`src/hdl/ovl_pkg.sv`:
```
`default_nettype none

package ovl_pkg;

  localparam int ACTION_W = 2;
  localparam int VALUE_W = 32;
  localparam int STATUS_W = 3;
  localparam int POS_W = 7;

  typedef enum logic [ACTION_W-1:0] {
    ACT_INSERT = 2'd0,
    ACT_DELETE = 2'd1,
    ACT_SEARCH = 2'd2,
    ACT_LIST   = 2'd3
  } action_t;

  typedef enum logic [STATUS_W-1:0] {
    ST_INSERTED  = 3'd0,
    ST_FULL      = 3'd1,
    ST_DELETED   = 3'd2,
    ST_NOT_FOUND = 3'd3,
    ST_EMPTY     = 3'd4,
    ST_FOUND     = 3'd5,
    ST_LISTED    = 3'd6
  } status_t;

  typedef enum logic [2:0] {
    S_IDLE,
    S_SCAN,
    S_SHIFT,
    S_LIST,
    S_LIST_HOLD,
    S_HOLD
  } state_t;

endpackage

`default_nettype wire

```
`src/hdl/ovl_if.sv`:
```
`default_nettype none

interface ovl_req_if;
  logic                                valid;
  logic                                ready;
  logic        [ovl_pkg::ACTION_W-1:0] action;
  logic signed [ovl_pkg::VALUE_W-1:0]  item_value;

  modport source(output valid, output action, output item_value, input ready);
  modport sink(input valid, input action, input item_value, output ready);
endinterface

interface ovl_rsp_if;
  logic                                valid;
  logic                                ready;
  logic        [ovl_pkg::STATUS_W-1:0] status;
  logic        [ovl_pkg::POS_W-1:0]    position;
  logic signed [ovl_pkg::VALUE_W-1:0]  entry_value;
  logic                                last;

  modport source(output valid, output status, output position, output entry_value,
                 output last, input ready);
  modport sink(input valid, input status, input position, input entry_value,
               input last, output ready);
endinterface

`default_nettype wire

```
`src/hdl/ordered_value_list.sv`:
```
// Ordered list of up to CAPACITY signed 32-bit values.
// The req channel carries one request word: an action and a value. Insert
// appends at the tail, delete removes the first equal entry and closes the
// gap, search reports the 1-based position of the first equal entry, and
// list returns every entry in order. The rsp channel returns result words of
// status, position, entry_value and last; last marks the final word of a
// request. One request is handled at a time and req.ready is high only when
// the block is idle with no result pending.
// Insert, and any request on an empty list, is answered straight from idle.
// A search or delete reads the entries in order from the first until one
// matches or the list ends; a delete then moves each later entry down one
// place. A list request gives one result word per entry and waits for each
// to be taken. The entry memory has one registered read port, and a scan
// reads one entry per cycle. The next request may be accepted in the cycle
// after the last result word is taken.
// A stalled rsp.ready simply holds the current result word and the sequencer.
// Reset empties the list; the next request may be accepted in the cycle
// after reset is released.
`default_nettype none

module ordered_value_list #(
  parameter int CAPACITY = 16
) (
  input  wire logic         clk,
  input  wire logic         rst,
  ovl_req_if.sink           req,
  ovl_rsp_if.source         rsp
);

  localparam int AW = (CAPACITY > 1) ? $clog2(CAPACITY) : 1;
  localparam int CW = $clog2(CAPACITY + 1);
  localparam int PW = ovl_pkg::POS_W;
  localparam int VW = ovl_pkg::VALUE_W;

  logic signed [VW-1:0] mem [CAPACITY];
  logic signed [VW-1:0] rd_data;
  logic        [AW-1:0] rd_addr;
  logic        [AW-1:0] wr_addr;
  logic signed [VW-1:0] wr_data;
  logic                 we;

  ovl_pkg::state_t      state, state_next;
  logic        [AW-1:0] idx, idx_next;
  logic        [CW-1:0] count, count_next;
  ovl_pkg::action_t     act, act_next;
  logic signed [VW-1:0] val, val_next;
  logic                 out_valid, out_valid_next;
  ovl_pkg::status_t     out_status, out_status_next;
  logic        [PW-1:0] out_pos, out_pos_next;
  logic signed [VW-1:0] out_value, out_value_next;
  logic                 out_last, out_last_next;
  logic                 last_entry;

  always_ff @(posedge clk) begin
    if (we) begin
      mem[wr_addr] <= wr_data;
    end
    rd_data <= mem[rd_addr];
  end

  always_ff @(posedge clk) begin
    if (rst) begin
      state     <= ovl_pkg::S_IDLE;
      count     <= '0;
      out_valid <= 1'b0;
    end else begin
      state     <= state_next;
      count     <= count_next;
      out_valid <= out_valid_next;
    end
  end

  always_ff @(posedge clk) begin
    idx        <= idx_next;
    act        <= act_next;
    val        <= val_next;
    out_status <= out_status_next;
    out_pos    <= out_pos_next;
    out_value  <= out_value_next;
    out_last   <= out_last_next;
  end

  assign last_entry = ((CW'(idx) + CW'(1)) == count);

  always_comb begin
    state_next      = state;
    idx_next        = idx;
    count_next      = count;
    act_next        = act;
    val_next        = val;
    out_valid_next  = out_valid;
    out_status_next = out_status;
    out_pos_next    = out_pos;
    out_value_next  = out_value;
    out_last_next   = out_last;
    we              = 1'b0;
    wr_addr         = idx;
    wr_data         = rd_data;
    rd_addr         = '0;
    req.ready       = 1'b0;

    unique case (state)
      ovl_pkg::S_IDLE: begin
        req.ready = !rst;
        if (req.valid && !rst) begin
          act_next       = ovl_pkg::action_t'(req.action);
          val_next       = req.item_value;
          idx_next       = '0;
          out_pos_next   = '0;
          out_value_next = req.item_value;
          out_last_next  = 1'b1;
          unique case (ovl_pkg::action_t'(req.action))
            ovl_pkg::ACT_INSERT: begin
              out_valid_next = 1'b1;
              state_next     = ovl_pkg::S_HOLD;
              if (count >= CW'(CAPACITY)) begin
                out_status_next = ovl_pkg::ST_FULL;
              end else begin
                we              = 1'b1;
                wr_addr         = count[AW-1:0];
                wr_data         = req.item_value;
                count_next      = count + CW'(1);
                out_status_next = ovl_pkg::ST_INSERTED;
              end
            end
            ovl_pkg::ACT_DELETE, ovl_pkg::ACT_SEARCH: begin
              if (count == '0) begin
                out_valid_next  = 1'b1;
                out_status_next = (ovl_pkg::action_t'(req.action) == ovl_pkg::ACT_DELETE)
                                  ? ovl_pkg::ST_EMPTY : ovl_pkg::ST_NOT_FOUND;
                state_next      = ovl_pkg::S_HOLD;
              end else begin
                state_next = ovl_pkg::S_SCAN;
              end
            end
            ovl_pkg::ACT_LIST: begin
              if (count == '0) begin
                out_valid_next  = 1'b1;
                out_status_next = ovl_pkg::ST_EMPTY;
                out_value_next  = '0;
                state_next      = ovl_pkg::S_HOLD;
              end else begin
                state_next = ovl_pkg::S_LIST;
              end
            end
            default: begin
              state_next = ovl_pkg::S_IDLE;
            end
          endcase
        end
      end

      ovl_pkg::S_SCAN: begin
        rd_addr = idx + AW'(1);
        if (rd_data == val) begin
          if (act == ovl_pkg::ACT_DELETE) begin
            state_next = ovl_pkg::S_SHIFT;
          end else begin
            out_valid_next  = 1'b1;
            out_status_next = ovl_pkg::ST_FOUND;
            out_pos_next    = PW'(idx) + PW'(1);
            state_next      = ovl_pkg::S_HOLD;
          end
        end else if (last_entry) begin
          out_valid_next  = 1'b1;
          out_status_next = ovl_pkg::ST_NOT_FOUND;
          state_next      = ovl_pkg::S_HOLD;
        end else begin
          idx_next = idx + AW'(1);
        end
      end

      ovl_pkg::S_SHIFT: begin
        rd_addr = idx + AW'(2);
        if (last_entry) begin
          count_next      = count - CW'(1);
          out_valid_next  = 1'b1;
          out_status_next = ovl_pkg::ST_DELETED;
          state_next      = ovl_pkg::S_HOLD;
        end else begin
          we       = 1'b1;
          wr_addr  = idx;
          wr_data  = rd_data;
          idx_next = idx + AW'(1);
        end
      end

      ovl_pkg::S_LIST: begin
        rd_addr         = idx + AW'(1);
        out_valid_next  = 1'b1;
        out_status_next = ovl_pkg::ST_LISTED;
        out_pos_next    = PW'(idx) + PW'(1);
        out_value_next  = rd_data;
        out_last_next   = last_entry;
        state_next      = ovl_pkg::S_LIST_HOLD;
      end

      ovl_pkg::S_LIST_HOLD: begin
        rd_addr = idx + AW'(1);
        if (rsp.ready) begin
          out_valid_next = 1'b0;
          if (out_last) begin
            state_next = ovl_pkg::S_IDLE;
          end else begin
            idx_next   = idx + AW'(1);
            state_next = ovl_pkg::S_LIST;
          end
        end
      end

      ovl_pkg::S_HOLD: begin
        if (rsp.ready) begin
          out_valid_next = 1'b0;
          state_next     = ovl_pkg::S_IDLE;
        end
      end

      default: begin
        state_next = ovl_pkg::S_IDLE;
      end
    endcase
  end

  assign rsp.valid       = out_valid;
  assign rsp.status      = out_status;
  assign rsp.position    = out_pos;
  assign rsp.entry_value = out_value;
  assign rsp.last        = out_last;

endmodule

`default_nettype wire

```
`src/flat_wrapper.sv`:
```
// flat-port wrapper written by rule: the top's interface ports become plain ports
module ordered_value_list_flat 
#(
  parameter int CAPACITY = 16
)
  (clk, rst, req_valid, req_action, req_item_value, req_ready, rsp_valid, rsp_status, rsp_position, rsp_entry_value, rsp_last, rsp_ready);
  ovl_req_if req_i ();
  ovl_rsp_if rsp_i ();
  input  wire logic clk;
  input  wire logic rst;
  input wire logic [$bits(req_i.valid)-1:0] req_valid;
  input wire logic [$bits(req_i.action)-1:0] req_action;
  input wire logic [$bits(req_i.item_value)-1:0] req_item_value;
  output wire logic [$bits(req_i.ready)-1:0] req_ready;
  output wire logic [$bits(rsp_i.valid)-1:0] rsp_valid;
  output wire logic [$bits(rsp_i.status)-1:0] rsp_status;
  output wire logic [$bits(rsp_i.position)-1:0] rsp_position;
  output wire logic [$bits(rsp_i.entry_value)-1:0] rsp_entry_value;
  output wire logic [$bits(rsp_i.last)-1:0] rsp_last;
  input wire logic [$bits(rsp_i.ready)-1:0] rsp_ready;
  assign req_i.valid = req_valid;
  assign req_i.action = req_action;
  assign req_i.item_value = req_item_value;
  assign req_ready = req_i.ready;
  assign rsp_valid = rsp_i.valid;
  assign rsp_status = rsp_i.status;
  assign rsp_position = rsp_i.position;
  assign rsp_entry_value = rsp_i.entry_value;
  assign rsp_last = rsp_i.last;
  assign rsp_i.ready = rsp_ready;
  ordered_value_list #(.CAPACITY(CAPACITY)) u_core (.clk(clk), .rst(rst), .req(req_i), .rsp(rsp_i));
endmodule
```
`config.mk`:
```
export PLATFORM = sky130hd
export DESIGN_NAME = ordered_value_list_flat
export DESIGN_NICKNAME = d
export VERILOG_FILES = /design/src/hdl/ovl_pkg.sv /design/src/hdl/ovl_if.sv /design/src/hdl/ordered_value_list.sv /design/src/flat_wrapper.sv
export SDC_FILE = /design/constraint.sdc
export NUM_CORES = 1
export LEC_CHECK = 0
export BUFFER_PORTS_ARGS = -buffer_cell sky130_fd_sc_hd__buf_2
export CAP_MARGIN = 20
export CORE_ASPECT_RATIO = 1.25
export CORE_MARGIN = 3
export CORE_UTILIZATION = 60
export CTS_CLUSTER_SIZE = 25
export DETAILED_ROUTE_END_ITERATION = 16
export GPL_TIMING_DRIVEN = 0
export PLACE_DENSITY = 0.86
export REMOVE_ABC_BUFFERS = 1
export SYNTH_ARGS = -nofsm -noshare
export SYNTH_HDL_FRONTEND = slang
export SYNTH_SLANG_ARGS = --single-unit
export TNS_END_PERCENT = 10
```
`constraint.sdc`:
```
create_clock -name clk -period 4.1 [get_ports clk]
set_input_delay 0.615 -clock clk [delete_from_list [all_inputs] [get_ports clk]]
set_output_delay 0.615 -clock clk [all_outputs]
set_load 0.01 [all_outputs]
```
# Yosys cells after proc, flatten, opt, wreduce, memory -nomap -nowiden
# Memory sizes are Yosys's and may differ from the RTL's. A register that Yosys moved wholly into a read port is not among the register bits.
# Index checks and enable logic that the tools add are counted.
# classes
reduce_logical	23
mux	68
eq_ne	27
n_addsub	6
order_cmp	1
# op_table
operator	count
two-way mux 32 bit	7
one-hot mux 32 bit (2 select lines)	1
two-way mux 3 bit	16
two-way mux 4 bit	9
== test 32 bit	1
two-way mux 7 bit	3
one-hot mux 7 bit (3 select lines)	1
two-way mux 5 bit	4
one-hot mux 3 bit (3 select lines)	2
one-hot mux 3 bit (6 select lines)	1
one-hot mux 4 bit (4 select lines)	1
two-way mux 1 bit	15
AND reduction 5 bit	3
inequality test 2 bit (second input constant)	7
one-hot mux 3 bit (4 select lines)	1
adder 4 x 1 -> 5 bit (second input constant)	2
one-hot mux 5 bit (2 select lines)	1
inequality test 3 x 2 -> 1 bit (second input constant)	3
inequality test 2 x 1 -> 1 bit (second input constant)	4
one-hot mux 4 bit (2 select lines)	1
nonzero test 4 bit	2
AND reduction 7 bit	1
== test 3 x 2 -> 1 bit (second input constant)	2
== test 3 bit (second input constant)	2
27 further kinds	35
# totals
word_cells	136
reg_bits	90
n_memories	1
output_inout_bits	45
mem_bits_rw	512
input_bits	38
# memory_table
name	depth	width	rd	rd_clocked_by_memory_dff	wr	line	rtl
u_core.mem	16	32	1	1	1	ordered_value_list.sv:35	logic signed [VW-1:0] mem [CAPACITY];

# Depth between registers and ports, before layout
# depth
word_depth	7
ltp_mapped	11

# Worst setup path after synthesis
# OpenSTA, ideal clock, no wires.
# synth_path
kind	flip-flop to flip-flop
start	register u_core.state[2]
end	memory u_core.mem[1][0] (netlist name), enable pin
arrival_ns	3.245
slack_ns	0.434
path_stages_with_launch	9
cell_sequence	dfxtp_1 -> buf_2 -> buf_2 -> nor4_2 -> nand4b_1 -> clkbuf_1 -> nor3_1 -> a21oi_1 -> nor2_1
# synth_via
elab_chain_len	4
word_cells_on_any_way	6
# synth_lines
item	line	rtl
start: declaration	ordered_value_list.sv:42	ovl_pkg::state_t state, state_next;
start signal: assignment	ordered_value_list.sv:63	state <= ovl_pkg::S_IDLE;
start signal: assignment	ordered_value_list.sv:67	state <= state_next;
== test 3 x 2 -> 1 bit / logical NOT 3 bit (equally long branches)	ordered_value_list.sv:102	unique case (state)
one-hot mux 1 bit (2 select lines)	ordered_value_list.sv:102	
two-way mux 1 bit	ordered_value_list.sv:55	if (we) begin
two-way mux 1 bit (implied by the code)	ordered_value_list.sv:56	mem[wr_addr] <= wr_data;
end: declaration	ordered_value_list.sv:35	
# Several ways; a longest one is shown, not always the timed one.

# Worst setup path in the final report
# layout_path
start	register u_core.idx[0]
end	memory u_core.mem[2][27] (netlist name), enable pin
# layout_via
elab_chain_len	6
word_cells_on_any_way	10
# layout_lines
item	line	rtl
start: declaration	ordered_value_list.sv:43	logic [AW-1:0] idx, idx_next;
start signal: assignment	ordered_value_list.sv:74	idx <= idx_next;
adder 4 x 1 -> 5 bit	ordered_value_list.sv:83	assign last_entry = ((CW'(idx) + CW'(1)) == count);
== test 5 bit	ordered_value_list.sv:83	
two-way mux 1 bit	ordered_value_list.sv:175	if (last_entry) begin
one-hot mux 1 bit (2 select lines)	ordered_value_list.sv:102	
two-way mux 1 bit	ordered_value_list.sv:55	
two-way mux 1 bit (implied by the code)	ordered_value_list.sv:56	
# Several ways; a longest one is shown, not always the timed one.

==> impl_metrics.toml <==
[critical_path]
criticalPathCategory = "reg -> reg"
critPathLaunch = "u_core.idx[0]"
r2r-start = "u_core.idx[0]"
rrSetupSlack_ps = 170
cp_max_fo = 20
r2r_end = "u_core.mem[2][27]"
crit_end = "u_core.mem[2][27]"
critPathArrivalTime_ps = 4220
crit_required_ps = 4390
start_kind = "register"
critPathCaptureType = "register"
r2r_cells = 8

[placed_design]
gp_congestion = 0.861
hpwl_mm = 38.3
port-buffer-count = 80
placedInstanceArea_mm2 = 0.0272

[routing]
remaining_drc_errors = 0
vias = 14763
drt-initial-drc-count = 2274
detail_route.first_pass.iterations = 6
drt-met1-wl_mm = 21.8
ant_nets = 0
totalWireLength_mm = 66.0
top_layer = "met5"
met3WireLength_mm = 8.18
wl_met2_mm = 31.7
wl_per_cell_um = 30.8
via_per_inst = 6.89

[synth]
synthSimpleGateAreaFrac = 0.0387
syn_area_mm2 = 0.0253
netlist_instances = 1433
synth_cell_types = 74
synth_compound_area_frac = 0.0743
ys_ff_latch = 632
async_flop_share = 0
yosys_warnings = 0
synth-xor-area-share = 0.0138
seq_area_frac_synth = 0.733
syn-mean-instance-area_um2 = 17.7
synth_ff_type = "edfxtp_1"
synth_edf_count = 591
synthAdderAreaFrac = 0.00573
synth_top_family_by_area = "multiplexers"
synthMuxAreaShare = 0.112

[final_layout]
final_util = 0.706
nNetsFinal = 1593
fillers = 2291
layout-drive-gt1-share = 0.263
finalInstanceArea_mm2 = 0.0292
syn_to_final_growth_pct = 15.2

[timing]
min_period_ps = 3930
fmax_mhz = 254
slew_headroom = 0.276
skew_ps = 17.1
setup_tns_ps = 0
tightest_slew_ps = 1080
drv_slew = 0
hold_violations = 0
rsz0062_at_grt = "no"
fin_crit_sh = 0.959
setup_viol = 0

[pwr]
power_mw = 17.0
p_leak_nw = 9.62
sw_frac_of_total = 0.281
net-switching-power_mw = 4.77
pwr-share-comb = 0.204
power-per-cell-area_mw_per_mm2 = 583
max-vdd-ir-drop_mv = 0.379
p_clk_frac = 0.302
seq_power_share = 0.495
p_int_mw = 12.2

[cts]
insertion_delay_ps = 600
cts_root_buf = "clkbuf_16"
cts_tree = "built"
clkTransAtPathRegs_ps = 70
h-tree-depth = 2
cts_sinks = 632
cts.path.max_buffers = 3
cts_inserted_buffers = 55

[global_route]
antenna_found_initial = 5
grt_pass1_wl_mm = 95.8
grt_pass1_vias = 15024
gr-total-overflow = 0
grt_start_max_net_pins = 31
grt_usage = 0.292

[floorplan]
dieArea_mm2 = 0.0447
dieHeight_um = 236
num_rows = 83
coreArea_mm2 = 0.0413
io_pins = 83
start_util = 0.613
die_w_um = 190

[min_path]
hold_class = "in -> reg"

[outcome]
status = "completed"

[run]
maxCapViolCount = 0
## final cells by class
class / count / area (µm²) / area share
flip-flops and latches: 632 / 18600 / 0.637
multi-input cells: 702 / 6460 / 0.222
repair buffers: 139 / 1610 / 0.0552
clock buffers: 69 / 1490 / 0.0511
well taps: 552 / 691 / 0.0237
clock inverters: 35 / 287 / 0.00982
inverters: 14 / 52.6 / 0.00180
diodes: 1 / 2.50 / 0.0000858
## critical path, stage by stage, from the launching register on
cell	delay (ps)
edfxtp_1	700
ha_4	330
xnor2_2	320
a221oi_1	160
o221ai_2	440
and2_4	290
a31oi_4	230
nor2_4	890
buf_16	250
## flip-flops by register name, summed over array words and instances, names as in the netlist
name                    flops
u_core.rsp.valid            1
u_core.rsp.last             1
u_core.idx                  4
u_core.act                  2
u_core.rsp.status           3
u_core.rsp.entry_value     32
u_core.count                5
u_core.rsp.position         5
u_core.rd_data             32
u_core.mem                512
u_core.state                3
u_core.val                 32
## cell usage in the layout, fill, tap and decap left out, types with 4 or more instances in the layout
cell type  count
mux4_2        64
clkinv_2      13
a22oi_2       20
clkbuf_1      10
mux2_2        65
buf_2         80
buf_12        27
clkinv_1      13
nor2_4        17
edfxtp_1     591
a2111oi_0      4
nand2_1      110
a22o_1        64
dfxtp_1       39
nand4_1        9
bufinv_16      4
o22ai_1       35
nand3_1        4
xnor2_1       36
o31ai_1       33
inv_1         13
nor2_1        33
nor3_1        12
a21oi_1       10
a22oi_1       12
clkbuf_16     57
nor2b_1        6
nand2b_1       4
buf_16        20
buf_4          8
a31oi_1        5
ha_1           9
o21ai_0       13
mux2i_1       67
## layer usage
metal  vias up  track usage
met5         -            0
met4        10        0.175
met3       331       0.0724
met2      1243        0.464
met1      7240        0.366
li1       5939            -
## synth_stat cells (4+ instances only)
| master | count | share of area |
|---|---|---|
| nand2_1 | 111 | 0.016 |
| clkbuf_1 | 37 | 0.0055 |
| o22ai_1 | 35 | 0.0086 |
| buf_4 | 20 | 0.0059 |
| a22o_1 | 64 | 0.022 |
| nand4_1 | 9 | 0.0022 |
| a22oi_2 | 20 | 0.0099 |
| a21oi_1 | 13 | 0.0026 |
| dfxtp_1 | 41 | 0.032 |
| mux2_2 | 65 | 0.029 |
| nor3_1 | 12 | 0.0024 |
| nor2_1 | 49 | 0.0073 |
| o31ai_1 | 33 | 0.0098 |
| nand2b_1 | 4 | 0.00099 |
| edfxtp_1 | 591 | 0.70 |
| mux2i_1 | 67 | 0.026 |
| a2111oi_0 | 4 | 0.0014 |
| inv_1 | 14 | 0.0021 |
| nand3_1 | 5 | 0.00099 |
| buf_6 | 10 | 0.0044 |
| ha_1 | 10 | 0.0049 |
| nor2b_1 | 7 | 0.0017 |
| o21ai_0 | 13 | 0.0026 |
| mux4_2 | 64 | 0.057 |
| buf_2 | 18 | 0.0036 |
| a31oi_1 | 7 | 0.0017 |
| xnor2_1 | 36 | 0.012 |
| a22oi_1 | 12 | 0.0036 |
## worst min path at each step
stage | startpoint | endpoint | cells after the start | slack [ps]
global placement | u_core.rsp.valid | u_core.rsp.valid | 2 | 570
detailed placement | u_core.rd_data[8] | u_core.rsp.entry_value[8] | 1 | 600
finish | req_item_value[16] | u_core.val[16] | 1 | 220
CTS | req_item_value[31] | u_core.val[31] | 1 | 200
global route | req_item_value[20] | u_core.val[20] | 1 | 210
floorplan | u_core.count[1] | u_core.count[1] | 2 | 540
## power by group through the flow
stage | logic (mW) | registers, mW | clock network [mW]
floorplan | 2.30 | 8.45 | 0
global placement | 3.26 | 8.51 | 0
detailed placement | 3.33 | 8.52 | 0
CTS | 3.39 | 8.39 | 5.15
global route | 3.66 | 8.43 | 5.41
finish | 3.46 | 8.41 | 5.13
## cells by family (layout without fill, tap and decap cells)
logic type / after synthesis / after routing
xor+xnor: 39 / 39
buf+inv: 101 / 257
fa+ha+maj: 11 / 11
compound gates: 235 / 235
mux: 196 / 196
other cells: 1 / 3
simple gates: 218 / 219
flops: 632 / 632
## per-stage QoR
step | worst slack [ps] | hold slack (ps) | std cells
after floorplan | -4110 | 542 | 1347
after global placement | -7390 | 571 | 1979
after detailed placement | -196 | 601 | 2028
after CTS | 39.2 | 197 | 2134
after global routing | 23.4 | 212 | 2143
final | 169 | 215 | 2144
## repair_timing
item                                    CTS  global route
pin swaps                                 4             4
resized for setup                         5             6
hold buffers                              0             0
buffers inserted                          1             8
endpoints found under the setup margin  305           254
gates cloned                              1             0
Power figures use the tool's default switching activity.
